$ cat src/rtl/imwdr_queue.sv
`default_nettype none
// ----------------------------------------------------------------------------
// imwdr_queue
// Two-entry queue of finished window sums between the front and back parts.
// ----------------------------------------------------------------------------
module imwdr_queue #(
    parameter int WIDTH = 8
) (
    input  wire logic             i_clk,
    input  wire logic             i_rst_n,
    input  wire logic             i_push,
    input  wire logic [WIDTH-1:0] i_data,
    output logic                  o_full,
    input  wire logic             i_pop,
    output logic                  o_empty,
    output logic [WIDTH-1:0]      o_data
);
    logic [WIDTH-1:0] r_mem [2];
    logic             r_wr;
    logic             r_rd;
    logic [1:0]       r_cnt;

    always_ff @(posedge i_clk) begin
        if (!i_rst_n) begin
            r_wr  <= 1'b0;
            r_rd  <= 1'b0;
            r_cnt <= '0;
        end else begin
            if (i_push) begin
                r_wr <= ~r_wr;
            end
            if (i_pop) begin
                r_rd <= ~r_rd;
            end
            r_cnt <= r_cnt + 2'(i_push) - 2'(i_pop);
        end
    end

    always_ff @(posedge i_clk) begin
        if (i_push) begin
            r_mem[r_wr] <= i_data;
        end
    end

    assign o_full  = r_cnt == 2'd2;
    assign o_empty = r_cnt == 2'd0;
    assign o_data  = r_mem[r_rd];

endmodule
`default_nettype wire

$ cat config.mk
export PLATFORM = sky130hd
export DESIGN_NAME = imwdr_queue
export DESIGN_NICKNAME = d
export VERILOG_FILES = /design/src/rtl/imwdr_queue.sv
export SDC_FILE = /design/constraint.sdc
export NUM_CORES = 1
export LEC_CHECK = 0
export ABC_AREA = 1
export BUFFER_PORTS_ARGS = -buffer_cell sky130_fd_sc_hd__buf_2
export CORE_MARGIN = 4
export CORE_UTILIZATION = 41
export DETAILED_ROUTE_END_ITERATION = 8
export MAX_ROUTING_LAYER = met4
export PLACE_DENSITY = 0.68
export SLEW_MARGIN = 0
export SYNTH_ARGS = -nofsm -noshare
export SYNTH_HDL_FRONTEND = slang
export SYNTH_SLANG_ARGS = --single-unit
export TNS_END_PERCENT = 5
$ cat constraint.sdc
create_clock -name i_clk -period 1.5 [get_ports i_clk]
set_clock_uncertainty 0.05 [all_clocks]
set_input_delay 0.075 -clock i_clk [delete_from_list [all_inputs] [get_ports i_clk]]
set_output_delay 0.075 -clock i_clk [all_outputs]
set_load 0.01 [all_outputs]
# After elaboration in Yosys (flattened, before gate mapping)
# Memories as Yosys holds them, arrays and structs flattened. A register that Yosys moved wholly into a read port is not among the register bits.
# Cells that the tools add are included.
dict set report classes {
  n_addsub 2
  n_mul 0
  div_mod_pow 0
  magnitude_cmp 0
  eq_ne 1
  shifts 0
  n_mux 4
  bitwise_logic 2
  reduce_logical 1
}
# cell count
set ops {}
lappend ops {{$mux W1} 4}
lappend ops {{$add A2 B1 Y2} 1}
lappend ops {{$eq A2 B2 Y1 const B} 1}
lappend ops {{$logic_not A2 Y1} 1}
lappend ops {{$not A1 Y1} 2}
lappend ops {{$sub A2 B1 Y2} 1}
dict set report totals {
  reg_bits 4
  latchBits 0
  ramBits 16
  mem_bits_ro 0
  in_bits 12
  memories 1
}
# name depth width read_ports rd_ports_with_merged_regs wr line
set memory_table {}
lappend memory_table {r_mem 2 8 1 1 1 18} ;# logic [WIDTH-1:0] r_mem [2];

# Depth between registers and ports, before layout
dict set report logic_depth {
  depth_word 3
  mapped_depth 9
  mapped_depth_nobuf 9
}

# Worst setup path after synthesis
# Ideal clock, no wire load.
dict set report synth_timing {
  path_kind {register to register}
  from {register r_cnt[0]}
  to {register r_cnt[1]}
  setup_ns 0.115
  t_arrival_ns 1.082
  t_required_ns 1.335
  setup_slack_ns 0.253
  stages_incl_launch_ff 9
  path_buffers 0
  synth_period_minus_slack_ns 1.247
  path_cell_list {dfxtp_1 > inv_1 > ha_1 > inv_1 > ha_1 > inv_1 > nand2_1 > a21oi_1 > nor2_1}
}
dict set report synth_via {
  elab_chain_len 2
}
# element line
set synth_lines {}
lappend synth_lines {{from (decl)} 21} ;# logic [1:0] r_cnt;
lappend synth_lines {{from (signal assigned)} 35} ;# r_cnt <= r_cnt + 2'(i_push) - 2'(i_pop);
lappend synth_lines {{$add A2 B1 Y2} 35}
lappend synth_lines {{$sub A2 B1 Y2} 35}
# Every way passes these cells.
# A chain may end at the register's enable or synchronous reset.

==> impl_metrics.yaml <==
status:
  status: "finished, final reports clean"
sta:
  worst_slew_pin_slew_ns: 0.324
  min_period_ns: 1.40
  fin_tns_setup_ns: 0
  fmax_mhz: 714
  slew_headroom_pct: 78.4
  hold_violations: 0
  finalCritPeriodShare_pct: 93.3
  finalMaxSlewViolations: 0
  finalSetupViolCount: 0
  grt_setup_unrepaired: "no"
clock_network:
  cts_buffer_depth: 2
  clk-insertion-delay-late_ns: 0.30
  cts_tree: "done"
  clk_pin_slew_worst_paths_ns: 0.11
  cts-root-buf: "clkbuf_4"
  ctsHoldBuffers: 10
  cts_buffers: 3
  clock-sinks: 21
  htreeDepth: 1
  cts_resized: 0
  post_cts_buffers: 0
floorplan:
  rows: 16
  core_um2: 1940
  die_area_um2: 2830
  die_height_um: 53.2
  ios: 22
  start_util_pct: 43.1
  die_w_um: 53.2
route:
  via_per_inst: 4.47
  drt-total-wl_um: 1420
  drt_iter0_drc: 11
  firstDrtPassIters: 3
  vias: 541
  drc: 0
  routedWlPerCell_um: 11.7
  ant_nets: 0
critical_path:
  r2r_cells: 8
  cp.arrival_ns: 1.27
  critPathTopFamily: "flip-flops"
  slowest_delay_ns: 0.33
  worstPathMaxFanout: 8
  crit_path_end_kind: "output port"
  critPathBufInv: 2
  r2r_start: "r_cnt[0]$_SDFF_PN0_"
  slowest_stage: "dfxtp_1"
  worstSetupPathType: "reg -> out"
  cp_cell_sequence: "buf_4, mux2_4, buf_2"
  start_kind: "register"
  r2r-end: "r_cnt[1]$_SDFF_PN0_"
  cp.required_ns: 1.37
  r2r_setup_slack_ns: 0.15
yosys:
  synth_fa_ha_area_share_pct: 2.99
  synth_top_cell_by_area: "edfxtp_1"
  synth-compound-area-share_pct: 0.598
  syn_avg_cell_area_um2: 14.4
  synth-simple-area-share_pct: 8.22
  synth-xor-area-share_pct: 0
  yosys_warnings: 0
  synth_top_family_by_area: "multiplexers"
  synthesis.area_um2: 837
  ys_seq_area_share_pct: 69.4
  synth_cells: 58
  synth_area_leaders: "edfxtp_1, mux2_4, dfxtp_1, nor2_1, nand2_1"
  synthDistinctLibCells: 10
  syn_nets: 72
  ys_ff_latch: 21
  synth_top_area_share_pct: 57.4
  muxShareOfSynthArea_pct: 14.3
worst_hold_path:
  min_to: "r_rd$_SDFFE_PN0P_"
  worstHoldStart: "i_pop"
  hold_class: "in -> reg"
  holdPathStages: 3
placement:
  place.gp.congestion: 0.779
  io_buffers: 21
  dp.cells: 107
global_route:
  grt_max_degree: 13
  grt_first_pass_wirelength_um: 2330
  grt_pass1_vias: 565
  grtUsageTotal_pct: 12.5
  grt_antenna_before_repair: 0
  overflow: 0
final_layout:
  stdcell_count: 121
  final_common_cell: "buf_2"
  utilization_pct: 57.0
  syn_to_final_growth_pct: 32.3
  final_net_count: 109
  n_antenna_cell: 0
  layout_common_cells: "buf_2, edfxtp_1, dlygate4sd3_1"
  seqCellArea_um2: 581
  drive_gt1_share_pct: 37.2
  fillers: 175
  multi_input_area_um2: 219
flow_run:
  cap_violations: 0
power:
  vdd.ir_drop.worst_mv: 0.577
  p_per_area_nw_per_um2: 1030
  power.leakage_nw: 0.499
[cells by family after synthesis]
kind of cell | after synthesis
simple gates | 18
fa+ha+maj | 2
flops | 21
compound gates | 1
mux | 8
buf+inv | 8
[cell usage after synthesis (all sizes together)]
master / instances
a21oi: 1
nand3: 1
inv: 7
edfxtp: 16
ha: 2
mux2: 8
nor2: 9
buf: 1
nand2: 8
dfxtp: 5
[power by group]
group,internal [W],switching (W)
Sequential,0.000666,0.0000160
Clock,0.0000997,0.000170
Combinational,0.000103,0.0000906
[worst min-delay path: stages]
cell and delay, ns:
buf_2 0.11, nor2_1 0.06, nor2_1 0.09
[area by class of cell]
cell class	count	area share, %
inverters	7	2.37
multi-input cells	29	19.8
repair buffers	33	19.9
flip-flops and latches	21	52.4
clock inverters	1	0.452
well taps	27	3.05
clock buffers	3	2.03
[worst max-delay path by stage]
stage / from / endpoint / cells after the start
CTS: register / o_data[5] / 3
detailed placement: r_cnt[0]$_SDFF_PN0_ / r_cnt[1]$_SDFF_PN0_ / 8
floorplan: r_cnt[0]$_SDFF_PN0_ / r_cnt[1]$_SDFF_PN0_ / 8
global placement: r_cnt[0]$_SDFF_PN0_ / r_cnt[1]$_SDFF_PN0_ / 8
global route: register / o_data[1] / 3
finish: register / o_data[5] / 3
[sequential cells by signal, summed over array words and instances (netlist names), named ones only]
register and flops:
r_rd 1, r_mem 16, r_wr 1, r_cnt 2
[routing by layer]
layer	GRT usage (%)	wire, µm
met5	-	0
met4	8.94	42
met3	3.38	54
met2	22.3	766
met1	11.4	550
[metrics by stage]
| step | instance area, µm² | power [W] | worst slack [ns] | hold WS [ns] |
|---|---|---|---|---|
| after floorplan | 837 | 0.000803 | 0.253 | 0.118 |
| after global placement | 980 | 0.000861 | 0.238 | 0.214 |
| after detailed placement | 980 | 0.000870 | 0.171 | 0.219 |
| after CTS | 1110 | 0.00116 | 0.0733 | 0.00238 |
| after global routing | 1110 | 0.00120 | 0.0344 | 0.000667 |
| final | 1110 | 0.00114 | 0.100 | 0.00864 |
(Power assumes the default switching activity.)
