[src/rtl/imwdr_pkg.sv]
`default_nettype none
// ----------------------------------------------------------------------------
// imwdr_pkg
// Shared constants and types of the IMU window dead-reckoning block.
// ----------------------------------------------------------------------------
package imwdr_pkg;

    localparam int SAMPLE_BITS_DEF = 16;
    localparam int NUM_W           = 64;
    localparam int DEN_W           = 30;
    localparam int WS_W            = 9;
    localparam int BIAS_W          = 18;
    localparam int HOME_W          = 48;
    localparam int CLEAN_OUT_W     = 19;
    localparam int ANGLE_W         = 10;
    localparam int POS_W           = 64;
    localparam int OUT_W           = 6 * CLEAN_OUT_W + 3 * POS_W + 3 * ANGLE_W;
    localparam int CFG_IDX_W       = 3;
    localparam int CFG_DATA_W      = 64;

    localparam int G_Q16           = 643537;  // 9.8196 in Q.16
    localparam int TIME_BASE       = 500;
    localparam int ACC_DIV_SHIFT   = 12;      // 2 * 2048
    localparam int DEG_DIV_UNIT    = 655;
    localparam int DEG_MOD_UNIT    = 23580;   // 360 * 655 / 10
    localparam int DEG_MUL         = 10;

    localparam logic [CFG_IDX_W-1:0] CFG_WINDOW_SIZE = 3'd0;
    localparam logic [CFG_IDX_W-1:0] CFG_ACCEL_BIAS  = 3'd1;
    localparam logic [CFG_IDX_W-1:0] CFG_GYRO_BIAS   = 3'd2;
    localparam logic [CFG_IDX_W-1:0] CFG_HOME_X      = 3'd3;
    localparam logic [CFG_IDX_W-1:0] CFG_HOME_Y      = 3'd4;
    localparam logic [CFG_IDX_W-1:0] CFG_HOME_Z      = 3'd5;

    typedef struct packed {
        logic             start;
        logic [NUM_W-1:0] num;   // signed dividend
        logic [DEN_W-1:0] den;   // unsigned divisor, never zero
    } t_div_req;

    typedef struct packed {
        logic             done;
        logic [NUM_W-1:0] quo;   // truncated toward zero
        logic [DEN_W:0]   rem;   // sign follows the dividend
    } t_div_rsp;

endpackage
`default_nettype wire

[src/rtl/imwdr_front.sv]
`default_nettype none
// ----------------------------------------------------------------------------
// imwdr_front
// Accepts samples, accumulates the six channel sums and closes windows.
// ----------------------------------------------------------------------------
module imwdr_front #(
    parameter int SAMPLE_BITS = imwdr_pkg::SAMPLE_BITS_DEF
) (
    input  wire logic                               i_clk,
    input  wire logic                               i_rst_n,
    input  wire logic                               i_valid,
    output logic                                    o_ready,
    input  wire logic [6*SAMPLE_BITS-1:0]           i_samples,
    input  wire logic [imwdr_pkg::WS_W-1:0]         i_window_size,
    input  wire logic                               i_full,
    output logic                                    o_push,
    output logic [6*(SAMPLE_BITS+9)+imwdr_pkg::WS_W-1:0] o_entry
);
    import imwdr_pkg::*;

    localparam int SUM_W = SAMPLE_BITS + 9;

    logic signed [SUM_W-1:0] r_sum [6];
    logic signed [SUM_W-1:0] n_sum [6];
    logic [WS_W-1:0]         r_cnt;
    logic [WS_W-1:0]         n_cnt;
    logic [WS_W-1:0]         ws_eff;
    logic                    accept;
    logic                    close;

    assign o_ready = !i_full;
    assign accept  = i_valid && o_ready;
    assign ws_eff  = (i_window_size == '0) ? WS_W'(1) : i_window_size;
    assign n_cnt   = r_cnt + WS_W'(1);
    assign close   = n_cnt >= ws_eff;
    assign o_push  = accept && close;

    always_comb begin
        for (int k = 0; k < 6; k++) begin
            n_sum[k] = r_sum[k]
                + SUM_W'(signed'(i_samples[k*SAMPLE_BITS +: SAMPLE_BITS]));
            o_entry[k*SUM_W +: SUM_W] = n_sum[k];
        end
        o_entry[6*SUM_W +: WS_W] = ws_eff;
    end

    always_ff @(posedge i_clk) begin
        if (!i_rst_n) begin
            r_cnt <= '0;
            for (int k = 0; k < 6; k++) begin
                r_sum[k] <= '0;
            end
        end else if (accept) begin
            r_cnt <= close ? '0 : n_cnt;
            for (int k = 0; k < 6; k++) begin
                r_sum[k] <= close ? '0 : n_sum[k];
            end
        end
    end

endmodule
`default_nettype wire

[config.mk]
export PLATFORM = sky130hd
export DESIGN_NAME = imwdr_front
export DESIGN_NICKNAME = d
export VERILOG_FILES = /design/src/rtl/imwdr_pkg.sv /design/src/rtl/imwdr_front.sv
export SDC_FILE = /design/constraint.sdc
export NUM_CORES = 1
export LEC_CHECK = 0
export BUFFER_PORTS_ARGS = -buffer_cell sky130_fd_sc_hd__buf_4
export CAP_MARGIN = 20
export CORE_ASPECT_RATIO = 1.4
export CORE_MARGIN = 3
export CORE_UTILIZATION = 45
export DETAILED_ROUTE_END_ITERATION = 10
export HOLD_SLACK_MARGIN = 0.06
export PLACE_DENSITY = 0.67
export RECOVER_POWER = 25
export SLEW_MARGIN = 20
export SYNTH_ARGS = -nofsm -noshare
export SYNTH_HDL_FRONTEND = slang
export SYNTH_SLANG_ARGS = --single-unit
[constraint.sdc]
create_clock -name i_clk -period 12.2 [get_ports i_clk]
set_clock_uncertainty 0.05 [all_clocks]
set_input_delay 0.61 -clock i_clk [delete_from_list [all_inputs] [get_ports i_clk]]
set_output_delay 0.61 -clock i_clk [all_outputs]
set_load 0.005 [all_outputs]
After elaboration in Yosys (flattened, before gate mapping)
Memory sizes are Yosys's and may differ from the RTL's.
Cells that the tools add are included.

storage, ports and cells
  register bits after elaboration = 9
  memory bits (writable) = 150
  input port bits = 109
  output and inout bits = 161
  logic and storage cells = 38
  memories = 1

cells by class
  add/sub/neg operators = 7
  $lt $le $gt $ge = 1
  multiplexer cells = 18
  bitwise operators = 6
  reduce and logical (&&, ||, !) cells = 4

memories
  memory  depth  bits a word  rd ports  clocked after memory_dff  wr ports  line               text
  r_sum   6      25           6         0                         6         imwdr_front.sv:23  logic signed [SUM_W-1:0] r_sum [6];

operators by type and width
  operator             count
  $mux 25              12
  $add 25x16->25       6
  $mux 9               2
  $add 9x1->9 const B  1
  $ge 9x9->1           1
  $logic_not 9->1      1
  $or 1x1->1           6
  $mux 1               4
  $logic_and 1x1->1    2
  $logic_not 1->1      1

Logic depth before layout (Yosys ltp)
  depth after elaboration = 6
  gate-level depth with buffers = 14
  depth with buffers taken out = 12

Least setup slack after synthesis
No wires, ideal clock.

  path type = input -> register
  start = input port i_full
  end = memory r_sum[0][0] (netlist name), enable pin
  setup time = 0.502 ns
  arrival = 3.983 ns
  data required time = 11.648 ns
  path slack = 7.665 ns
  cell stages on the path = 5
  buffers on the path = 1
  cells stage by stage = inv_1 -> nand2_1 -> and2_1 -> clkbuf_1 -> inv_1

RTL lines
  what         line               text
  from (decl)  imwdr_front.sv:15  input wire logic i_full,
  to (decl)    imwdr_front.sv:23

==> impl_metrics.json <==
{
  "io_buffers": 269,
  "ys_top_cells_by_area": "edfxtp_1 34%, ha_1 14%, and2_1 6.5%",
  "yosys.area_share.simple": 0.1591,
  "ys.flop_type": "edfxtp_1",
  "syn_nets": 1683,
  "grt_max_degree": 84,
  "synth_warnings": 0,
  "holdCritStartpoint": "r_cnt[8]",
  "wl_per_cell_um": 17.12,
  "dpl_cell_area_mm2": 0.01571,
  "finalSetupViolations": 0,
  "clk_latency_ns": 0.44,
  "worstPathRequired_ns": 12.20,
  "grt_pass1_wl_um": 55660,
  "max-vdd-ir-drop_mv": 0.09450,
  "cts_resized": 0,
  "synthTopCellsByCount": "154 x ha_1, 150 x edfxtp_1, 138 x and2_1",
  "seq_area_frac_synth": 0.3506,
  "wl_um": 35100,
  "syn_to_final_growth_pct": 21.72,
  "grt_pass1_vias": 11670,
  "post_synth_num_cell_types": 66,
  "cts_num_sinks": 159,
  "drt-pass1-iter-count": 5,
  "rsz0062_at_grt": "no",
  "multi_input_area_mm2": 0.008267,
  "whs_path_depth": 1,
  "critPathMaxFanout": 83,
  "cpPeakStageDelay_ns": 3.06,
  "max_freq_mhz": 165.8,
  "numCtsBuffers": 17,
  "finish.utilization": 0.5558,
  "path_class": "input port to flip-flop",
  "cts-root-buf": "clkbuf_16",
  "regArea_mm2": 0.004684,
  "fin_crit_sh": 0.4943,
  "core_area_mm2": 0.02926,
  "status": "finished, violations left",
  "die_area_mm2": 0.03182,
  "hold_class": "flip-flop to flip-flop",
  "cp-end-kind": "flip-flop",
  "slew_headroom": -1.587,
  "post-cts-setup-buffers": 0,
  "final_cell_count_no_fill": 2051,
  "reg2reg_to": "r_sum[1][24]",
  "violations": "capacitance limit, slew limit",
  "rrSetupSlack_ns": 8.35,
  "finalMaxSlewViolations": 84,
  "worst_pin_slew_ns": 3.860,
  "cts_max_level": 4,
  "drv_cap": 1,
  "drive_gt1_frac": 0.1915,
  "power_leakage_uw": 0.007359,
  "layout.nets": 1927,
  "cts_tree": "built",
  "synthArstFlopShare": 0,
  "synth_top_cell_area_share": 0.3371,
  "dp.cells": 2019,
  "diodes": 0,
  "antenna_found_initial": 0,
  "reg2reg_from": "r_cnt[0]",
  "filler_cell_count": 2684,
  "synthCells": 1414,
  "synth_area_per_cell_um2": 9.449,
  "via_count": 11390,
  "ioPinCount": 270,
  "synth_fa_ha_area_frac": 0.1532,
  "synth-xor-area-share": 0.09374,
  "rr_worst_depth": 11,
  "clock_path_buffers": 2,
  "rows": 74,
  "arrival_ns": 6.03,
  "worstHoldEndpoint": "r_cnt[8]",
  "postLayoutCellArea_mm2": 0.01626,
  "syn_area_mm2": 0.01336,
  "synth_top_family_by_area": "compound AO/OA/AOI/OAI gates",
  "final_antenna_net_count": 0,
  "synth-edff-count": 150,
  "die_h_um": 209.9,
  "slowest_stage": "clkinvlp_2",
  "yosys-mux-area-fraction": 0.006275,
  "grt_usage": 0.2172,
  "ctsHoldBuffers": 0,
  "finalWeightedCongestion": 0.8547,
  "die_w_um": 151.6,
  "yosysMostFrequentCell": "ha_1",
  "drt_iter0_markers": 471,
  "whs_ns": 0.4616,
  "initial_core_util": 0.4566,
  "yosysTopAreaCell": "edfxtp_1",
  "tns_ns": 0,
  "via_per_inst": 5.554,
  "clk_pin_slew_worst_paths_ns": 0.07,
  "start_kind": "input port",
  "crit_buf_inv": 4,
  "ys_ff_latch": 159,
  "grt.overflow.total": 0,
  "worst-path-stages": 6,
  "synth-compound-area-share": 0.2060,
  "post-route-min-period_ns": 6.031,
  "power_density_mw_per_mm2": 123.9,
  "dp_hpwl_um": 26630,
  "cpLargestDelayFamily": "buffers and inverters",
  "worstPathCellList": "clkbuf_4 > inv_1 > nand2_1 > and2_0 > clkinvlp_2 > buf_4",
  "hold_viol": 0,
  "drcViolationCount": 0
}
[power by group]
part	total [µW]	switching [µW]	internal, µW
registers	660	13.4	646
logic	794	418	377
clock network	561	231	330
[flip-flops by register name (all words and copies together), names as in the netlist]
name   count
r_cnt      9
r_sum    150
[cells in the final DEF (no fill, tap or decap), types with 11 or more instances in the layout]
master / count
clkbuf_1: 11
nand2b_1: 12
a21oi_1: 134
a21o_1: 49
xor2_1: 54
clkbuf_4: 23
nand4_1: 23
and2_1: 135
clkbuf_16: 17
inv_1: 61
o21a_1: 33
nor2_1: 78
o21ai_0: 71
nand2_1: 103
nand3_1: 23
ha_1: 154
buf_4: 239
xnor2_1: 89
a31oi_1: 28
edfxtp_1: 150
a211oi_1: 11
o211ai_1: 18
[per-stage QoR]
stage,power [µW],setup WS (ns)
after floorplan,1123,7.665
after global placement,1461,8.240
after detailed placement,1467,8.140
after CTS,2038,8.289
after global routing,2137,5.484
final,2016,6.169
[final cells by class]
type / instances / area share
Clock inverter: 12 / 0.008617
Timing Repair Buffer: 272 / 0.1233
Tap cell: 380 / 0.02924
Inverter: 62 / 0.01439
Clock buffer: 20 / 0.02808
Multi-Input combinational cell: 1146 / 0.5083
Sequential cell: 159 / 0.2881
[metal layers]
metal / vias to the layer above / global-route usage / routed length, µm
met5: - / 0 / 0
met2: 321 / 0.4021 / 18200
li1: 5694 / - / -
met4: 0 / 0.08186 / 841
met3: 53 / 0.04449 / 2092
met1: 5323 / 0.2400 / 13970
[cells by family (layout without fill, tap and decap cells)]
| family | after synthesis | after routing |
|---|---|---|
| AND/OR/NAND/NOR | 416 | 416 |
| XOR/XNOR | 143 | 143 |
| buffers and inverters | 109 | 366 |
| flip-flops | 159 | 159 |
| multiplexers | 8 | 8 |
| AO/OA/AOI/OAI | 419 | 419 |
| adder cells (fa/ha/maj) | 160 | 160 |
[how the worst max path moves through the flow]
stage	end	slack [ns]	startpoint
after floorplan	r_sum[0][0]	7.66	i_full
after global placement	r_sum[4][24]	8.24	i_window_size[2]
after detailed placement	r_sum[4][24]	8.14	i_window_size[2]
after CTS	r_sum[4][24]	8.29	r_cnt[0]
after global routing	r_sum[1][19]	5.48	i_full
final	r_sum[1][12]	6.17	i_full
No activity file was read; power rests on OpenSTA's default activity.
