**src/rtl/imwdr_pkg.sv**
```systemverilog
`default_nettype none
// ----------------------------------------------------------------------------
// imwdr_pkg
// Shared constants and types of the IMU window dead-reckoning block.
// ----------------------------------------------------------------------------
package imwdr_pkg;

    localparam int SAMPLE_BITS_DEF = 16;
    localparam int NUM_W           = 64;
    localparam int DEN_W           = 30;
    localparam int WS_W            = 9;
    localparam int BIAS_W          = 18;
    localparam int HOME_W          = 48;
    localparam int CLEAN_OUT_W     = 19;
    localparam int ANGLE_W         = 10;
    localparam int POS_W           = 64;
    localparam int OUT_W           = 6 * CLEAN_OUT_W + 3 * POS_W + 3 * ANGLE_W;
    localparam int CFG_IDX_W       = 3;
    localparam int CFG_DATA_W      = 64;

    localparam int G_Q16           = 643537;  // 9.8196 in Q.16
    localparam int TIME_BASE       = 500;
    localparam int ACC_DIV_SHIFT   = 12;      // 2 * 2048
    localparam int DEG_DIV_UNIT    = 655;
    localparam int DEG_MOD_UNIT    = 23580;   // 360 * 655 / 10
    localparam int DEG_MUL         = 10;

    localparam logic [CFG_IDX_W-1:0] CFG_WINDOW_SIZE = 3'd0;
    localparam logic [CFG_IDX_W-1:0] CFG_ACCEL_BIAS  = 3'd1;
    localparam logic [CFG_IDX_W-1:0] CFG_GYRO_BIAS   = 3'd2;
    localparam logic [CFG_IDX_W-1:0] CFG_HOME_X      = 3'd3;
    localparam logic [CFG_IDX_W-1:0] CFG_HOME_Y      = 3'd4;
    localparam logic [CFG_IDX_W-1:0] CFG_HOME_Z      = 3'd5;

    typedef struct packed {
        logic             start;
        logic [NUM_W-1:0] num;   // signed dividend
        logic [DEN_W-1:0] den;   // unsigned divisor, never zero
    } t_div_req;

    typedef struct packed {
        logic             done;
        logic [NUM_W-1:0] quo;   // truncated toward zero
        logic [DEN_W:0]   rem;   // sign follows the dividend
    } t_div_rsp;

endpackage
`default_nettype wire

```
**src/rtl/imwdr_div.sv**
```systemverilog
`default_nettype none
// ----------------------------------------------------------------------------
// imwdr_div
// Bit-serial signed-by-unsigned divider, one quotient bit per cycle.
// ----------------------------------------------------------------------------
module imwdr_div (
    input  wire logic                 i_clk,
    input  wire logic                 i_rst_n,
    input  wire imwdr_pkg::t_div_req  i_req,
    output imwdr_pkg::t_div_rsp       o_rsp
);
    import imwdr_pkg::*;

    logic             r_busy;
    logic             r_done;
    logic [6:0]       r_cnt;
    logic             r_neg;
    logic [NUM_W-1:0] r_q;
    logic [DEN_W-1:0] r_rem;
    logic [DEN_W-1:0] r_den;
    logic [DEN_W:0]   trial;
    logic [DEN_W:0]   diff;
    logic             ge;

    assign trial = {r_rem, r_q[NUM_W-1]};
    assign diff  = trial - {1'b0, r_den};
    assign ge    = trial >= {1'b0, r_den};

    always_ff @(posedge i_clk) begin
        if (!i_rst_n) begin
            r_busy <= 1'b0;
            r_done <= 1'b0;
            r_cnt  <= '0;
        end else begin
            r_done <= 1'b0;
            if (i_req.start) begin
                r_busy <= 1'b1;
                r_cnt  <= 7'(NUM_W);
                r_neg  <= i_req.num[NUM_W-1];
                r_q    <= i_req.num[NUM_W-1] ? -i_req.num : i_req.num;
                r_rem  <= '0;
                r_den  <= i_req.den;
            end else if (r_busy) begin
                r_q   <= {r_q[NUM_W-2:0], ge};
                r_rem <= ge ? diff[DEN_W-1:0] : trial[DEN_W-1:0];
                r_cnt <= r_cnt - 7'd1;
                if (r_cnt == 7'd1) begin
                    r_busy <= 1'b0;
                    r_done <= 1'b1;
                end
            end
        end
    end

    assign o_rsp.done = r_done;
    assign o_rsp.quo  = r_neg ? -r_q : r_q;
    assign o_rsp.rem  = r_neg ? -{1'b0, r_rem} : {1'b0, r_rem};

endmodule
`default_nettype wire

```
**config.mk**
```make
export PLATFORM = sky130hd
export DESIGN_NAME = imwdr_div
export DESIGN_NICKNAME = d
export VERILOG_FILES = /design/src/rtl/imwdr_pkg.sv /design/src/rtl/imwdr_div.sv
export SDC_FILE = /design/constraint.sdc
export NUM_CORES = 1
export LEC_CHECK = 0
export ABC_CLOCK_PERIOD_IN_PS = 3200
export CORE_ASPECT_RATIO = 0.7
export CORE_MARGIN = 4
export CORE_UTILIZATION = 60
export CTS_BUF_LIST = sky130_fd_sc_hd__clkbuf_8
export DETAILED_ROUTE_END_ITERATION = 16
export DONT_BUFFER_PORTS = 1
export GPL_TIMING_DRIVEN = 0
export PLACE_DENSITY = 0.79
export SYNTH_ARGS = -nofsm -noshare
export SYNTH_HDL_FRONTEND = slang
export SYNTH_SLANG_ARGS = --single-unit
```
**constraint.sdc**
```tcl
create_clock -name i_clk -period 3.2 [get_ports i_clk]
set_input_delay 0.32 -clock i_clk [delete_from_list [all_inputs] [get_ports i_clk]]
set_output_delay 0.32 -clock i_clk [all_outputs]
set_load 0.02 [all_outputs]
```
Word-level counts from Yosys, hierarchy flattened:

Index checks and enable logic that the tools add are counted.

* output and inout port bits: 96
* register bits after elaboration: 134

* reductions and logical operators: 5
* bitwise operators: 2
* magnitude comparators: 1
* $add $sub $neg: 5
* mux-type cells: 13
* eq/ne operators: 1

Operators by type and width (number)
* 2-to-1 mux 64 bit: 4
* negator 64 bit: 2
* 2-to-1 mux 30 bit: 2
* greater-or-equal comparator 31 x 30 -> 1 bit: 1
* 2-to-1 mux 31 bit: 1
* negator 30 -> 31 bit: 1
* subtractor 30 bit: 1
* 2-to-1 mux 7 bit: 2
* == test 7 x 1 -> 1 bit (second input constant): 1
* subtractor 7 x 1 -> 7 bit (second input constant): 1
* 2-to-1 mux 1 bit: 4
* AND reduction 2 bit: 2
* OR reduction 3 bit: 1
* NOT 1 bit: 2
* nonzero test 2 bit: 1
* OR reduction 2 bit: 1

Longest topological paths before layout:

* word-level depth: 4
* mapped depth: 13
* depth with buffers taken out: 12

Worst setup path before layout:

No wires, ideal clock.

* path type: reg-to-output
* start: register r_q[6]
* end: output o_rsp[87] in the netlist's numbering
* slack: -97 ps
* buffers on the path: 0
* arrival: 2977 ps
* stages on the path, launching flop included: 9
* data required time: 2880 ps
* path through: edfxtp_1 -> or4_4 -> nor4_4 -> nand2_1 -> or4_1 -> or3_1 -> o41ai_2 -> nand2_1 -> xor2_1

RTL lines
* start: declaration: line imwdr_div.sv:18 `logic [NUM_W-1:0] r_q;`
* start signal: assignment: line imwdr_div.sv:40 `r_q <= i_req.num[NUM_W-1] ? -i_req.num : i_req.num;`
* start signal: assignment: line imwdr_div.sv:44 `r_q <= {r_q[NUM_W-2:0], ge};`
* end: declaration: line imwdr_div.sv:10 `output imwdr_pkg::t_div_rsp o_rsp`

==> results.toml <==
[global_route]
globalRoute.totalOverflow = 0
grt_busiest_layer = "met2"
largest_net_degree_at_the_start_of_global_routing = 52
tot_gr_track_use = 0.3660
grtUsageMet3 = 0.1228
number_of_global_route_vias_before_repair = 9627
global_routing_usage_on_met2 = 0.5187
grt_use_met1 = 0.5110
wire_length_of_the_first_global_routing_pass_um = 56770
grt_antenna_before_repair = 1

[worst_hold_path]
worstHoldStart = "i_rst_n"
worst_hold_path_type = "input port to flip-flop"
hold_path_end = "r_done"
whs_path_depth = 1

[setup_path]
cp_cell_sequence = "or3_4 > or3_4 > or3_4 > buf_6 > or3_4 > or2_4 > or3_4 > o21ai_4 > xnor2_4"
worst-r2r-setup-slack_ns = -0.05
path_max_fanout = 4
timing.critical_path.slowest_stage_cell = "sky130_fd_sc_hd__edfxtp_1"
critPathRequiredTime_ns = 2.88
path_class = "flip-flop to output port"
critical_path.reg2reg.endpoint = "r_rem[11]"
worstRegToRegCells = 15
critical_path.endpoint_type = "output port"
cp-start-kind = "flip-flop"
critical_path.reg2reg.startpoint = "r_rem[0]"
max_stage_delay_ns = 0.41
signal_arrival_time_at_the_worst_endpoint_ns = 3.58
cpMostUsedCell = "sky130_fd_sc_hd__or3_4"

[power_and_ir_drop]
power-per-cell-area_mw_per_mm2 = 437.2
vdd.ir_drop.worst_mv = 0.3237
design_power_total_uw = 6151
cellLeakagePower_uw = 0.004976

[floorplan]
ios = 193
chipHeight_um = 119.4
core_area_mm2 = 0.01727
std_cell_rows = 40
floorplan.die_area_mm2 = 0.01995
die_w_um = 167.1
initial_utilization = 0.6159

[cells_and_area]
syn2layout_area_growth_pct = 32.31
layout.nets = 1404
final_design_area_no_fill_mm2 = 0.01407
drive_above_1_share = 0.2816
instances_no_fill = 1514

[clock_network]
h-tree-depth = 4
clock_sinks = 134
clock-root-buffer = "sky130_fd_sc_hd__clkbuf_8"
cts_tree = "done"
clk_pin_slew_worst_paths_ns = 0.09
worst_case_clock_buffer_depth = 2
cts_buf_count = 17
insertion_delay_ns = 0.48

[routing]
detail_route.wl_per_cell_um = 26.30
vias = 10760
drt_first_iter_violations = 1534
drc = 0
detailedRoute.firstPassIterationCount = 6
vias_per_cell = 7.108
drtAntennaViolNets = 0
detail_route.wirelength_um = 39820

[logic_synthesis]
postSynthAreaPerCell_um2 = 9.320
most_used_dff_post_synth = "sky130_fd_sc_hd__edfxtp_1"
yosysWarnings = 0
yosysMostFrequentCell = "sky130_fd_sc_hd__xnor2_1"
synth.ff_latch_count = 134
synthDistinctLibCells = 66
synthDominantAreaCellType = "sky130_fd_sc_hd__edfxtp_1"
post_synth_instance_area_mm2 = 0.01063
synthTopCellsByCount = "126 x sky130_fd_sc_hd__xnor2_1, 125 x sky130_fd_sc_hd__edfxtp_1, 95 x sky130_fd_sc_hd__nor2_1"
synthTopCellsByArea = "sky130_fd_sc_hd__edfxtp_1 35%, sky130_fd_sc_hd__xnor2_1 10%, sky130_fd_sc_hd__xor2_1 4.3%, sky130_fd_sc_hd__ha_1 4.2%, sky130_fd_sc_hd__mux2_2 4.1%"
netlist.area_leader.share = 0.3530
post_synth_inst_count = 1141
postSynth.asyncResetShare = 0
synthesis.nets = 1275
synth-edff-count = 125
seq_area_frac_synth = 0.3699

[timing]
final_hold_viol_count = 0
post-route-period-util = 1.219
rsz_0062_raised_after_global_routing = "true"
max_slew_margin = 0.07588
max_freq_mhz = 256.3
setup_viol = 53
fin_ws_ns = -0.7019
finClkSkew_ns = 0.008957
tns_ns = -21.21
slew_at_the_pin_with_the_worst_max_slew_slack_ns = 1.368
min_period_ns = 3.902
slew_violations = 0

[placed_design]
gpl.final_weighted_congestion = 1.010
detailedPlacementHpwl_um = 24800
portBuffers = 0
dp_slack_ns = -0.7026
placed_cells_incl_taps = 1373
detailed_place.area_mm2 = 0.01098

[outcome]
result_of_the_run = "complete, but fails checks"
violations_in_the_final_reports = "negative setup slack"

[job]
timing.max_cap.violations = 0
[cell usage in the layout, fill, tap and decap left out, drive strengths merged, types with 19 or more instances in the layout]
master / n
a21oi: 72
buf: 94
clkbuf: 50
dlygate4sd3: 32
edfxtp: 125
ha: 36
inv: 46
mux2: 39
mux2i: 19
nand2: 87
nand3: 23
nor2: 95
o21ai: 75
o31ai: 31
o41ai: 28
or3: 38
or4: 22
xnor2: 126
xor2: 52
[kinds of logic after synthesis]
family | after synthesis | share of synthesized area
XOR/XNOR | 178 | 0.1466
AO/OA/AOI/OAI | 287 | 0.1780
flip-flops | 134 | 0.3699
buffers and inverters | 95 | 0.03494
multiplexers | 58 | 0.05918
AND/OR/NAND/NOR | 352 | 0.1671
adder cells (fa/ha/maj) | 37 | 0.04424
[state kept, by name, indices dropped and copies added (netlist names)]
register  flops
r_q          64
r_rem        30
r_neg         1
r_cnt         7
r_busy        1
r_done        1
r_den        30
[how the worst max path moves through the flow]
stage,slack [ns],startpoint,end
finish,-0.70,r_q[13],o_rsp[81]
global route,-0.76,r_q[14],o_rsp[81]
CTS,-0.78,r_q[14],o_rsp[94]
detailed placement,-0.70,r_rem[6],r_rem[11]
global placement,-0.66,r_rem[6],r_rem[2]
floorplan,-0.002,r_q[14],o_rsp[93]
[report_power, final]
| part | total (uW) | switching (uW) | internal [uW] |
|---|---|---|---|
| Combinational | 2260 | 1330 | 925 |
| Clock | 1590 | 752 | 836 |
| Sequential | 2300 | 197 | 2110 |
[per-stage QoR]
stage	hold WS, ns	util
after floorplan	0.4189	-
after global placement	0.4189	0.6340
after detailed placement	0.4189	0.6360
after CTS	0.02795	0.7763
after global routing	0.05252	0.8147
final	0.03949	0.8149
[area by class of cell]
type,count,area [um^2]
multi-input combinational,912,7953
sequential,134,3934
fill,964,3197
timing repair buffer,117,1094
tap,231,289.0
clock buffer,17,234.0
buffer,42,207.7
clock inverter,14,183.9
inverter,46,172.7
antenna,1,2.502
[worst max-delay path: cells and delay by family (launching register included)]
kind | cells | cell delay (ns)
simple gates | 6 | 2.15
flops | 1 | 0.41
compound gates | 1 | 0.22
xor+xnor | 1 | 0.19
buf+inv | 1 | 0.14
[what timing repair did]
item,CTS,global route
endpoints found under the hold margin,32,0
endpoints found under the setup margin,105,85
buffers inserted,47,40
gates cloned,0,1
hold buffers,32,0
resized for setup,236,72
pin swaps,58,58
[routing by layer]
metal / routed length, um / vias up
li1: - / 4474
met1: 14860 / 5041
met2: 16780 / 1013
met3: 6170 / 231
met4: 1995 / 2
met5: 13 / -
Power figures use the tool's default switching activity.
