## src/rtl/imwdr_pkg.sv

```systemverilog
`default_nettype none
// ----------------------------------------------------------------------------
// imwdr_pkg
// Shared constants and types of the IMU window dead-reckoning block.
// ----------------------------------------------------------------------------
package imwdr_pkg;

    localparam int SAMPLE_BITS_DEF = 16;
    localparam int NUM_W           = 64;
    localparam int DEN_W           = 30;
    localparam int WS_W            = 9;
    localparam int BIAS_W          = 18;
    localparam int HOME_W          = 48;
    localparam int CLEAN_OUT_W     = 19;
    localparam int ANGLE_W         = 10;
    localparam int POS_W           = 64;
    localparam int OUT_W           = 6 * CLEAN_OUT_W + 3 * POS_W + 3 * ANGLE_W;
    localparam int CFG_IDX_W       = 3;
    localparam int CFG_DATA_W      = 64;

    localparam int G_Q16           = 643537;  // 9.8196 in Q.16
    localparam int TIME_BASE       = 500;
    localparam int ACC_DIV_SHIFT   = 12;      // 2 * 2048
    localparam int DEG_DIV_UNIT    = 655;
    localparam int DEG_MOD_UNIT    = 23580;   // 360 * 655 / 10
    localparam int DEG_MUL         = 10;

    localparam logic [CFG_IDX_W-1:0] CFG_WINDOW_SIZE = 3'd0;
    localparam logic [CFG_IDX_W-1:0] CFG_ACCEL_BIAS  = 3'd1;
    localparam logic [CFG_IDX_W-1:0] CFG_GYRO_BIAS   = 3'd2;
    localparam logic [CFG_IDX_W-1:0] CFG_HOME_X      = 3'd3;
    localparam logic [CFG_IDX_W-1:0] CFG_HOME_Y      = 3'd4;
    localparam logic [CFG_IDX_W-1:0] CFG_HOME_Z      = 3'd5;

    typedef struct packed {
        logic             start;
        logic [NUM_W-1:0] num;   // signed dividend
        logic [DEN_W-1:0] den;   // unsigned divisor, never zero
    } t_div_req;

    typedef struct packed {
        logic             done;
        logic [NUM_W-1:0] quo;   // truncated toward zero
        logic [DEN_W:0]   rem;   // sign follows the dividend
    } t_div_rsp;

endpackage
`default_nettype wire

```

## src/rtl/imwdr_back.sv

```systemverilog
`default_nettype none
// ----------------------------------------------------------------------------
// imwdr_back
// Window sequencer: means, cleaning, integration, position and angles.
// ----------------------------------------------------------------------------
module imwdr_back #(
    parameter int SAMPLE_BITS = imwdr_pkg::SAMPLE_BITS_DEF
) (
    input  wire logic                               i_clk,
    input  wire logic                               i_rst_n,
    input  wire logic                               i_empty,
    input  wire logic [6*(SAMPLE_BITS+9)+imwdr_pkg::WS_W-1:0] i_entry,
    output logic                                    o_pop,
    input  wire logic [3*imwdr_pkg::BIAS_W-1:0]     i_accel_bias,
    input  wire logic [3*imwdr_pkg::BIAS_W-1:0]     i_gyro_bias,
    input  wire logic [3*imwdr_pkg::HOME_W-1:0]     i_home,
    output imwdr_pkg::t_div_req                     o_div_req,
    input  wire imwdr_pkg::t_div_rsp                i_div_rsp,
    output logic                                    o_valid,
    input  wire logic                               i_ready,
    output logic [imwdr_pkg::OUT_W-1:0]             o_data
);
    import imwdr_pkg::*;

    localparam int SUM_W   = SAMPLE_BITS + 9;
    localparam int CLEAN_W = ((SAMPLE_BITS > BIAS_W) ? SAMPLE_BITS : BIAS_W) + 2;
    localparam logic [19:0] G_C = 20'(G_Q16);

    typedef enum logic [12:0] {
        S_IDLE = 13'b0000000000001,
        S_MEAN = 13'b0000000000010,
        S_TDIV = 13'b0000000000100,
        S_TMUL = 13'b0000000001000,
        S_ACC  = 13'b0000000010000,
        S_NUM  = 13'b0000000100000,
        S_PDIV = 13'b0000001000000,
        S_MUL0 = 13'b0000010000000,
        S_MUL1 = 13'b0000100000000,
        S_POS  = 13'b0001000000000,
        S_GMOD = 13'b0010000000000,
        S_ANG  = 13'b0100000000000,
        S_OUT  = 13'b1000000000000
    } t_state;

    t_state                    r_state;
    t_div_req                  r_req;
    logic signed [SUM_W-1:0]   r_sums [6];
    logic [WS_W-1:0]           r_ws;
    logic [2:0]                r_ch;
    logic [1:0]                r_ax;
    logic signed [SAMPLE_BITS-1:0] r_mean [6];
    logic [WS_W-1:0]           r_t;
    logic [DEN_W-1:0]          r_pdiv;
    logic [DEN_W-1:0]          r_degdiv;
    logic [DEN_W-1:0]          r_degmod;
    logic signed [CLEAN_W-1:0] r_aclean [3];
    logic signed [CLEAN_W-1:0] r_gclean [3];
    logic [NUM_W-1:0]          r_acc [3];
    logic [NUM_W-1:0]          r_vel [3];
    logic signed [31:0]        r_gyro [3];
    logic [NUM_W-1:0]          r_q;
    logic [51:0]               r_plo;
    logic [31:0]               r_phi;
    logic [POS_W-1:0]          r_pos [3];
    logic [ANGLE_W-1:0]        r_angle [3];
    logic                      r_out_valid;
    logic [OUT_W-1:0]          r_out_data;

    logic signed [CLEAN_W-1:0] m_ext [6];
    logic signed [CLEAN_W-1:0] ab [3];
    logic signed [CLEAN_W-1:0] gb [3];
    logic [2*WS_W-1:0]         tt;
    logic [51:0]               plo_w;
    logic [51:0]               phi_w;
    logic signed [NUM_W-1:0]   rem_ext;
    logic [OUT_W-1:0]          pack;
    logic                      load_out;

    always_comb begin
        for (int k = 0; k < 6; k++) begin
            m_ext[k] = CLEAN_W'(r_mean[k]);
        end
        for (int k = 0; k < 3; k++) begin
            ab[k] = CLEAN_W'(signed'(i_accel_bias[k*BIAS_W +: BIAS_W]));
            gb[k] = CLEAN_W'(signed'(i_gyro_bias[k*BIAS_W +: BIAS_W]));
        end
    end

    assign tt      = r_t * r_t;
    assign plo_w   = r_q[31:0] * G_C;
    assign phi_w   = r_q[63:32] * G_C;
    assign rem_ext = NUM_W'(signed'(i_div_rsp.rem));
    assign o_pop   = (r_state == S_IDLE) && !i_empty;
    assign load_out = (r_state == S_OUT) && (!r_out_valid || i_ready);

    always_comb begin
        for (int k = 0; k < 3; k++) begin
            pack[k*CLEAN_OUT_W +: CLEAN_OUT_W]       = r_aclean[k][CLEAN_OUT_W-1:0];
            pack[(3+k)*CLEAN_OUT_W +: CLEAN_OUT_W]   = r_gclean[k][CLEAN_OUT_W-1:0];
            pack[6*CLEAN_OUT_W + k*POS_W +: POS_W]   = r_pos[k];
            pack[6*CLEAN_OUT_W + 3*POS_W + k*ANGLE_W +: ANGLE_W] = r_angle[k];
        end
    end

    always_ff @(posedge i_clk) begin
        if (!i_rst_n) begin
            r_state     <= S_IDLE;
            r_req.start <= 1'b0;
            r_out_valid <= 1'b0;
            for (int k = 0; k < 3; k++) begin
                r_acc[k]  <= '0;
                r_vel[k]  <= '0;
                r_gyro[k] <= '0;
            end
        end else begin
            r_req.start <= 1'b0;
            if (r_out_valid && i_ready) begin
                r_out_valid <= 1'b0;
            end
            case (r_state)
                S_IDLE: begin
                    if (!i_empty) begin
                        for (int k = 0; k < 6; k++) begin
                            r_sums[k] <= i_entry[k*SUM_W +: SUM_W];
                        end
                        r_ws        <= i_entry[6*SUM_W +: WS_W];
                        r_ch        <= '0;
                        r_req.start <= 1'b1;
                        r_req.num   <= NUM_W'(signed'(i_entry[0 +: SUM_W]));
                        r_req.den   <= DEN_W'(i_entry[6*SUM_W +: WS_W]);
                        r_state     <= S_MEAN;
                    end
                end
                S_MEAN: begin
                    if (i_div_rsp.done) begin
                        r_mean[r_ch] <= i_div_rsp.quo[SAMPLE_BITS-1:0];
                        r_req.start  <= 1'b1;
                        r_req.den    <= DEN_W'(r_ws);
                        if (r_ch == 3'd5) begin
                            r_req.num <= NUM_W'(TIME_BASE);
                            r_state   <= S_TDIV;
                        end else begin
                            r_ch      <= r_ch + 3'd1;
                            r_req.num <= NUM_W'(r_sums[r_ch + 3'd1]);
                        end
                    end
                end
                S_TDIV: begin
                    if (i_div_rsp.done) begin
                        r_t <= (i_div_rsp.quo == '0) ? WS_W'(1)
                                                     : i_div_rsp.quo[WS_W-1:0];
                        r_state <= S_TMUL;
                    end
                end
                S_TMUL: begin
                    r_pdiv   <= {tt, ACC_DIV_SHIFT'(0)};
                    r_degdiv <= DEN_W'(r_t) * DEN_W'(DEG_DIV_UNIT);
                    r_degmod <= DEN_W'(r_t) * DEN_W'(DEG_MOD_UNIT);
                    r_aclean[0] <= m_ext[1] - ab[0];
                    r_aclean[1] <= -m_ext[0] - ab[1];
                    r_aclean[2] <= m_ext[2] - ab[2];
                    for (int k = 0; k < 3; k++) begin
                        r_gclean[k] <= -m_ext[3+k] - gb[k];
                    end
                    r_ax    <= '0;
                    r_state <= S_ACC;
                end
                S_ACC: begin
                    r_acc[r_ax] <= r_acc[r_ax] + NUM_W'(r_aclean[r_ax]);
                    r_state     <= S_NUM;
                end
                S_NUM: begin
                    r_req.start <= 1'b1;
                    r_req.num   <= {r_vel[r_ax][NUM_W-2:0], 1'b0} + r_acc[r_ax];
                    r_req.den   <= r_pdiv;
                    r_state     <= S_PDIV;
                end
                S_PDIV: begin
                    if (i_div_rsp.done) begin
                        r_q     <= i_div_rsp.quo;
                        r_state <= S_MUL0;
                    end
                end
                S_MUL0: begin
                    r_plo   <= plo_w;
                    r_state <= S_MUL1;
                end
                S_MUL1: begin
                    r_phi   <= phi_w[31:0];
                    r_state <= S_POS;
                end
                S_POS: begin
                    r_pos[r_ax] <= NUM_W'(signed'(i_home[r_ax*HOME_W +: HOME_W]))
                                 + NUM_W'(r_plo) + {r_phi, 32'd0};
                    r_vel[r_ax] <= r_vel[r_ax] + r_acc[r_ax];
                    r_req.start <= 1'b1;
                    r_req.num   <= NUM_W'(r_gyro[r_ax]) + NUM_W'(r_gclean[r_ax])
                                 + NUM_W'(r_degmod);
                    r_req.den   <= r_degmod;
                    r_state     <= S_GMOD;
                end
                S_GMOD: begin
                    if (i_div_rsp.done) begin
                        r_gyro[r_ax] <= 32'(signed'(i_div_rsp.rem));
                        r_req.start  <= 1'b1;
                        r_req.num    <= (rem_ext <<< 3) + (rem_ext <<< 1);
                        r_req.den    <= r_degdiv;
                        r_state      <= S_ANG;
                    end
                end
                S_ANG: begin
                    if (i_div_rsp.done) begin
                        r_angle[r_ax] <= i_div_rsp.quo[ANGLE_W-1:0];
                        if (r_ax == 2'd2) begin
                            r_state <= S_OUT;
                        end else begin
                            r_ax    <= r_ax + 2'd1;
                            r_state <= S_ACC;
                        end
                    end
                end
                S_OUT: begin
                    if (load_out) begin
                        r_out_valid <= 1'b1;
                        r_state     <= S_IDLE;
                    end
                end
                default: r_state <= S_IDLE;
            endcase
        end
    end

    always_ff @(posedge i_clk) begin
        if (load_out) begin
            r_out_data <= pack;
        end
    end

    assign o_div_req = r_req;
    assign o_valid   = r_out_valid;
    assign o_data    = r_out_data;

endmodule
`default_nettype wire

```

## config.mk

```make
export PLATFORM = sky130hd
export DESIGN_NAME = imwdr_back
export DESIGN_NICKNAME = d
export VERILOG_FILES = /design/src/rtl/imwdr_pkg.sv /design/src/rtl/imwdr_back.sv
export SDC_FILE = /design/constraint.sdc
export NUM_CORES = 2
export LEC_CHECK = 0
export ABC_AREA = 1
export CAP_MARGIN = 30
export CORE_ASPECT_RATIO = 1.75
export CORE_MARGIN = 2
export CORE_UTILIZATION = 50
export DETAILED_ROUTE_END_ITERATION = 7
export DONT_BUFFER_PORTS = 1
export PLACE_DENSITY_LB_ADDON = 0.1
export SLEW_MARGIN = 20
export SYNTH_ARGS = -nofsm -noshare
export SYNTH_HDL_FRONTEND = slang
export SYNTH_SLANG_ARGS = --single-unit
export TNS_END_PERCENT = 5
```

## constraint.sdc

```tcl
create_clock -name i_clk -period 25.3 [get_ports i_clk]
set_clock_uncertainty 0.15 [all_clocks]
set_input_delay 5.06 -clock i_clk [delete_from_list [all_inputs] [get_ports i_clk]]
set_output_delay 5.06 -clock i_clk [all_outputs]
set_load 0.05 [all_outputs]
```

# Word level (Yosys, flattened, before mapping)
# Memory sizes are Yosys's and may differ from the RTL's. A register that Yosys moved wholly into a read port is not among the register bits.
# Index checks and enable logic that the tools add are counted.
word_totals:
  regBits: 339
  ram_bits: 1068
  out_inout_bits: 433
  word_cells: 163
  n_memories: 9
memory_table:
  columns: ["name", "words", "word_bits", "rd", "rd_clocked_by_memory_dff", "wr", "line_no", "source"]
  rows:
  - ["r_acc", 3, 64, 1, 1, 3, "imwdr_back.sv:58", "logic [NUM_W-1:0] r_acc [3];"]
  - ["r_pos", 3, 64, 3, 3, 1, "imwdr_back.sv:64", "logic [POS_W-1:0] r_pos [3];"]
  - ["r_vel", 3, 64, 1, 1, 3, "imwdr_back.sv:59", "logic [NUM_W-1:0] r_vel [3];"]
  - ["r_sums", 6, 25, 1, 0, 6, "imwdr_back.sv:47", "logic signed [SUM_W-1:0] r_sums [6];"]
  - ["r_gyro", 3, 32, 1, 1, 3, "imwdr_back.sv:60", "logic signed [31:0] r_gyro [3];"]
  - ["r_mean", 6, 16, 6, 0, 1, "imwdr_back.sv:51", "logic signed [SAMPLE_BITS-1:0] r_mean [6];"]
  - ["+3 memories", null, null, null, null, null, null, null]
classes:
  n_addsub: 20
  n_mul: 6
  eq_ne: 25
  shift: 1
  muxes: 63
  bitwise: 1
  reduce_logical: 23
ops:
  columns: ["op", "count"]
  rows:
  - ["case mux 95 bit (5 select lines)", 1]
  - ["two-way mux 95 bit", 3]
  - ["adder 64 bit", 4]
  - ["two-way mux 64 bit", 3]
  - ["case mux 13 bit (13 select lines)", 1]
  - ["indexed part select 144 x 9 -> 48 bit", 1]
  - ["OR reduction 64 bit", 2]
  - ["two-way mux 13 bit", 9]
  - ["negation 16 -> 20 bit", 4]
  - ["subtractor 20 x 18 -> 20 bit", 4]
  - ["zero test 64 bit", 1]
  - ["adder 48 x 53 -> 54 bit", 1]
  - ["multiplier 32 x 20 -> 52 bit, second input constant", 1]
  - ["subtractor 16 x 18 -> 19 bit", 2]
  - ["adder 34 x 32 -> 35 bit", 1]
  - ["adder 33 x 25 -> 34 bit", 1]
  - ["adder 32 x 20 -> 33 bit", 1]
  - ["multiplier 32 x 20 -> 32 bit, second input constant", 1]
  - ["two-way mux 32 bit", 1]
  - ["OR reduction 32 bit", 1]
  - ["two-way mux 1 bit", 30]
  - ["multiplier 9 x 13 -> 22 bit, second input constant", 1]
  - ["two-way mux 2 bit", 10]
  - ["!= test 2 bit, second input constant", 10]
  - ["34 further kinds", 45]

# Depth between registers and ports, before layout
logic_depth:
  depth_word: 6
  depth_mapped: 35
  ltp_nobuf: 34

# Worst setup path after synthesis
# OpenSTA, ideal clock, no wires.
synth_path:
  path_type: "input port to flip-flop"
  start: "input i_ready"
  end: "register r_out_data[0], in the netlist o_data[0], read port of r_aclean (enable)"
  arrival_ns: 19.014
  required_time_ns: 24.109
  path_slack_ns: 5.095
  path_stages: 2
  cell_sequence: "nor2_1 nor2_1"
synth_via:
  elab_chain_len: 2
synth_lines:
  columns: ["element", "line_no", "source"]
  rows:
  - ["start: declaration", "imwdr_back.sv:20", "input wire logic i_ready,"]
  - ["logical OR 1 bit", "imwdr_back.sv:94", "assign load_out = (r_state == S_OUT) && (!r_out_valid || i_ready);"]
  - ["logical AND 1 bit", "imwdr_back.sv:94", null]
  - ["net load_out", "imwdr_back.sv:77", "logic load_out;"]
  - ["end: declaration", "imwdr_back.sv:67", "logic [OUT_W-1:0] r_out_data;"]
# The timed path passes the listed nets, and every way through them passes these cells.
# A chain may end at the register's enable or synchronous reset.

# Final worst setup path
layout_path:
  start: "input i_empty"
  end: "output o_pop"
layout_via:
  elab_chain_len: 2
layout_lines:
  columns: ["element", "line_no", "source"]
  rows:
  - ["start: declaration", "imwdr_back.sv:11", "input wire logic i_empty,"]
  - ["zero test 1 bit", null, null]
  - ["logical AND 1 bit", "imwdr_back.sv:93", "assign o_pop = (r_state == S_IDLE) && !i_empty;"]
  - ["end: declaration", "imwdr_back.sv:13", "output logic o_pop,"]
# Every way passes these cells.

==> impl_metrics.ini <==
[run_status]
status = finished, violations left
violations = DRC

[finish]
nNetsFinal = 16480
mostFrequentLayoutCells = nand2_1, inv_1, edfxtp_1
final_cells = 17920
final_common_cell = nand2_1
syn_to_final_growth_pct = 8.322
final-seq-area_sq_um = 56590
n_fill_cell = 23250
drive_gt1_share_pct = 3.861
multi_input_area_sq_um = 61280

[synthesis]
netlist_instances = 14290
synth_flop_cell = edfxtp_1
yosysWarnings = 0
synth_top_area_share_pct = 44.04
synth.distinct_cells = 57
netlist_top_cells_area = edfxtp_1, ha_1, nand2_1, fa_1, inv_1
synth_top_area_cell = edfxtp_1
syn_avg_cell_area_sq_um = 8.935
seq_area_frac_synth_pct = 44.31
syn_nets = 16400
synth.ff_latch_count = 1890
synth-edff-count = 1873
syn_area_sq_um = 127700
async_flop_share_pct = 0

[critical_path]
critical_path_buf_inv_count = 0
start_kind = input pin
crit_slowest_cell = nor2_4
critPathLaunch = i_empty
rrSetupSlack_ns = 18.07
critPathArrivalTime_ns = 5.52
crit_fanout = 2
end_kind = output pin
cpPeakStageDelay_ns = 0.43
r2r_start = r_ax[0]
required_ns = 20.09
reg2reg_to = r_pos[1][63]
ff2ff_path_depth = 26
crit_chain = nor2_4
path_class = input pin to output pin
path_delay_family = simple AND/OR/NAND/NOR gates

[floorplan]
die_y_um = 672.6
initial_core_util_pct = 50.25
num_rows = 245
coreArea_sq_um = 254100
top_level_ports = 944
dieArea_sq_um = 259600
fp.dieW_um = 386.0

[cts]
post_cts_buffers = 0
cts.sink_count = 1890
clock_path_buffers = 4
cts_buffers = 182
cts_tree = yes
cts_resized = 0
cts_hold_buf = 0
htreeDepth = 4
cts_root_buf = clkbuf_16
clk_latency_ns = 0.91
clk_pin_slew_ns = 0.08

[route]
vias = 104600
postRouteAntennaNets = 0
vias_per_cell = 5.837
detail_route.wl_per_cell_um = 30.09
wl_um = 539100
drtPass1Iterations = 8
drc = 7
first_iter_violations = 8871

[timing]
tns_ns = 0
whs_ns = 0.2472
max_freq_mhz = 93.23
rsz0062_at_grt = no
setup_viol = 0
tightest_slew_ns = 1.135
post-route-min-period_ns = 10.73
slew_headroom_pct = 24.32
timing.final.max_slew_violations = 0
finalCritPeriodShare_pct = 42.40
final-hold-violation-count = 0

[global_routing]
grt_max_degree = 156
antenna_found_initial = 107
grt_use_total_pct = 40.91
grt_pass1_vias = 106200
grt_overflow = 0
grt_first_pass_wirelength_um = 744900

[place]
dp_hpwl_um = 440700
gp_routability_congestion = 1.078
place_inst = 17500
portBuffers = 0

[power_and_ir_drop]
power.leakage_uw = 0.06247
max-vdd-ir-drop_mv = 0.07913
p_total_uw = 9958
p_per_area_nw_per_um2 = 71.98

[hold_path]
min_path_cells = 0
holdCritPathClass = flip-flop to flip-flop
holdPathEnd = o_data[317]
hold_start = r_angle[1][1]

[flow_run]
maxCapViolCount = 0
worst max path at each step:
stage / to / slack [ns] / depth (start not counted)
after CTS: o_pop / 14.56 / 1
after detailed placement: r_pos[0][63] / 14.18 / 23
after global routing: o_pop / 14.59 / 1
final: o_pop / 14.57 / 1
after global placement: r_pos[0][63] / 14.20 / 23
after floorplan: o_data[0] / 5.10 / 2
cell families after synthesis:
family / share of synthesized area (%)
buffers and inverters: 7.865
AND/OR/NAND/NOR: 18.94
AO/OA/AOI/OAI: 8.130
multiplexers: 0.007838
adder cells (fa/ha/maj): 18.43
XOR/XNOR: 2.318
flip-flops: 44.31
power breakdown:
group	switching, uW	internal (uW)	leakage [uW]	total [uW]
sequential	294	3730	0.0177	4020
combinational	2250	895	0.0419	3140
clock	1270	1530	0.00287	2790
total	3810	6150	0.0625	9960
state kept, by name (all words and copies together) (netlist names), 3 cells and up, named ones only:
register	count
o_div_req	95
r_pdiv	16
r_sums	150
r_pos	192
o_data	336
r_plo	52
r_vel	252
r_degmod	22
r_ch	3
r_state	13
r_degdiv	16
r_q	64
r_phi	32
r_gyro	124
r_aclean	58
r_gclean	60
r_acc	256
r_t	9
r_mean	96
r_angle	30
r_ws	9
per-layer routing:
layer / GRT usage [%] / vias to the layer above / wire length [um]
li1: - / 47280 / -
met1: 37.77 / 50170 / 162700
met2: 70.56 / 5138 / 264600
met3: 11.22 / 1922 / 45380
met4: 40.87 / 80 / 65970
met5: 0 / - / 523
area by class of cell:
type / instances / area share [%]
inverters: 2380 / 6.472
flip-flops and latches: 1890 / 40.91
clock buffers: 216 / 3.459
diodes: 80 / 0.1447
repair buffers: 143 / 0.8918
multi-input cells: 9767 / 44.30
clock inverters: 109 / 0.8050
well taps: 3334 / 3.016
cell usage after synthesis, types with 112 or more instances:
cell type and n:
nand3_1 530, inv_1 2367, nor2_1 1781, nand4_1 176, nor3_1 112, a21oi_1 723
ha_1 1132, fa_1 468, clkbuf_1 171, edfxtp_1 1873, o22ai_1 165, xnor2_1 148
xor2_1 190, nand2_1 3108, o21ai_0 760
through the flow:
step / area [sq um] / util, % / worst slack, ns
after floorplan: 127700 / - / 5.095
after global placement: 131900 / 51.89 / 14.20
after detailed placement: 132000 / 51.95 / 14.18
after CTS: 137900 / 54.27 / 14.56
after global routing: 138200 / 54.39 / 14.59
final: 138300 / 54.43 / 14.57
Note: power is estimated with default switching activity, not from simulation.
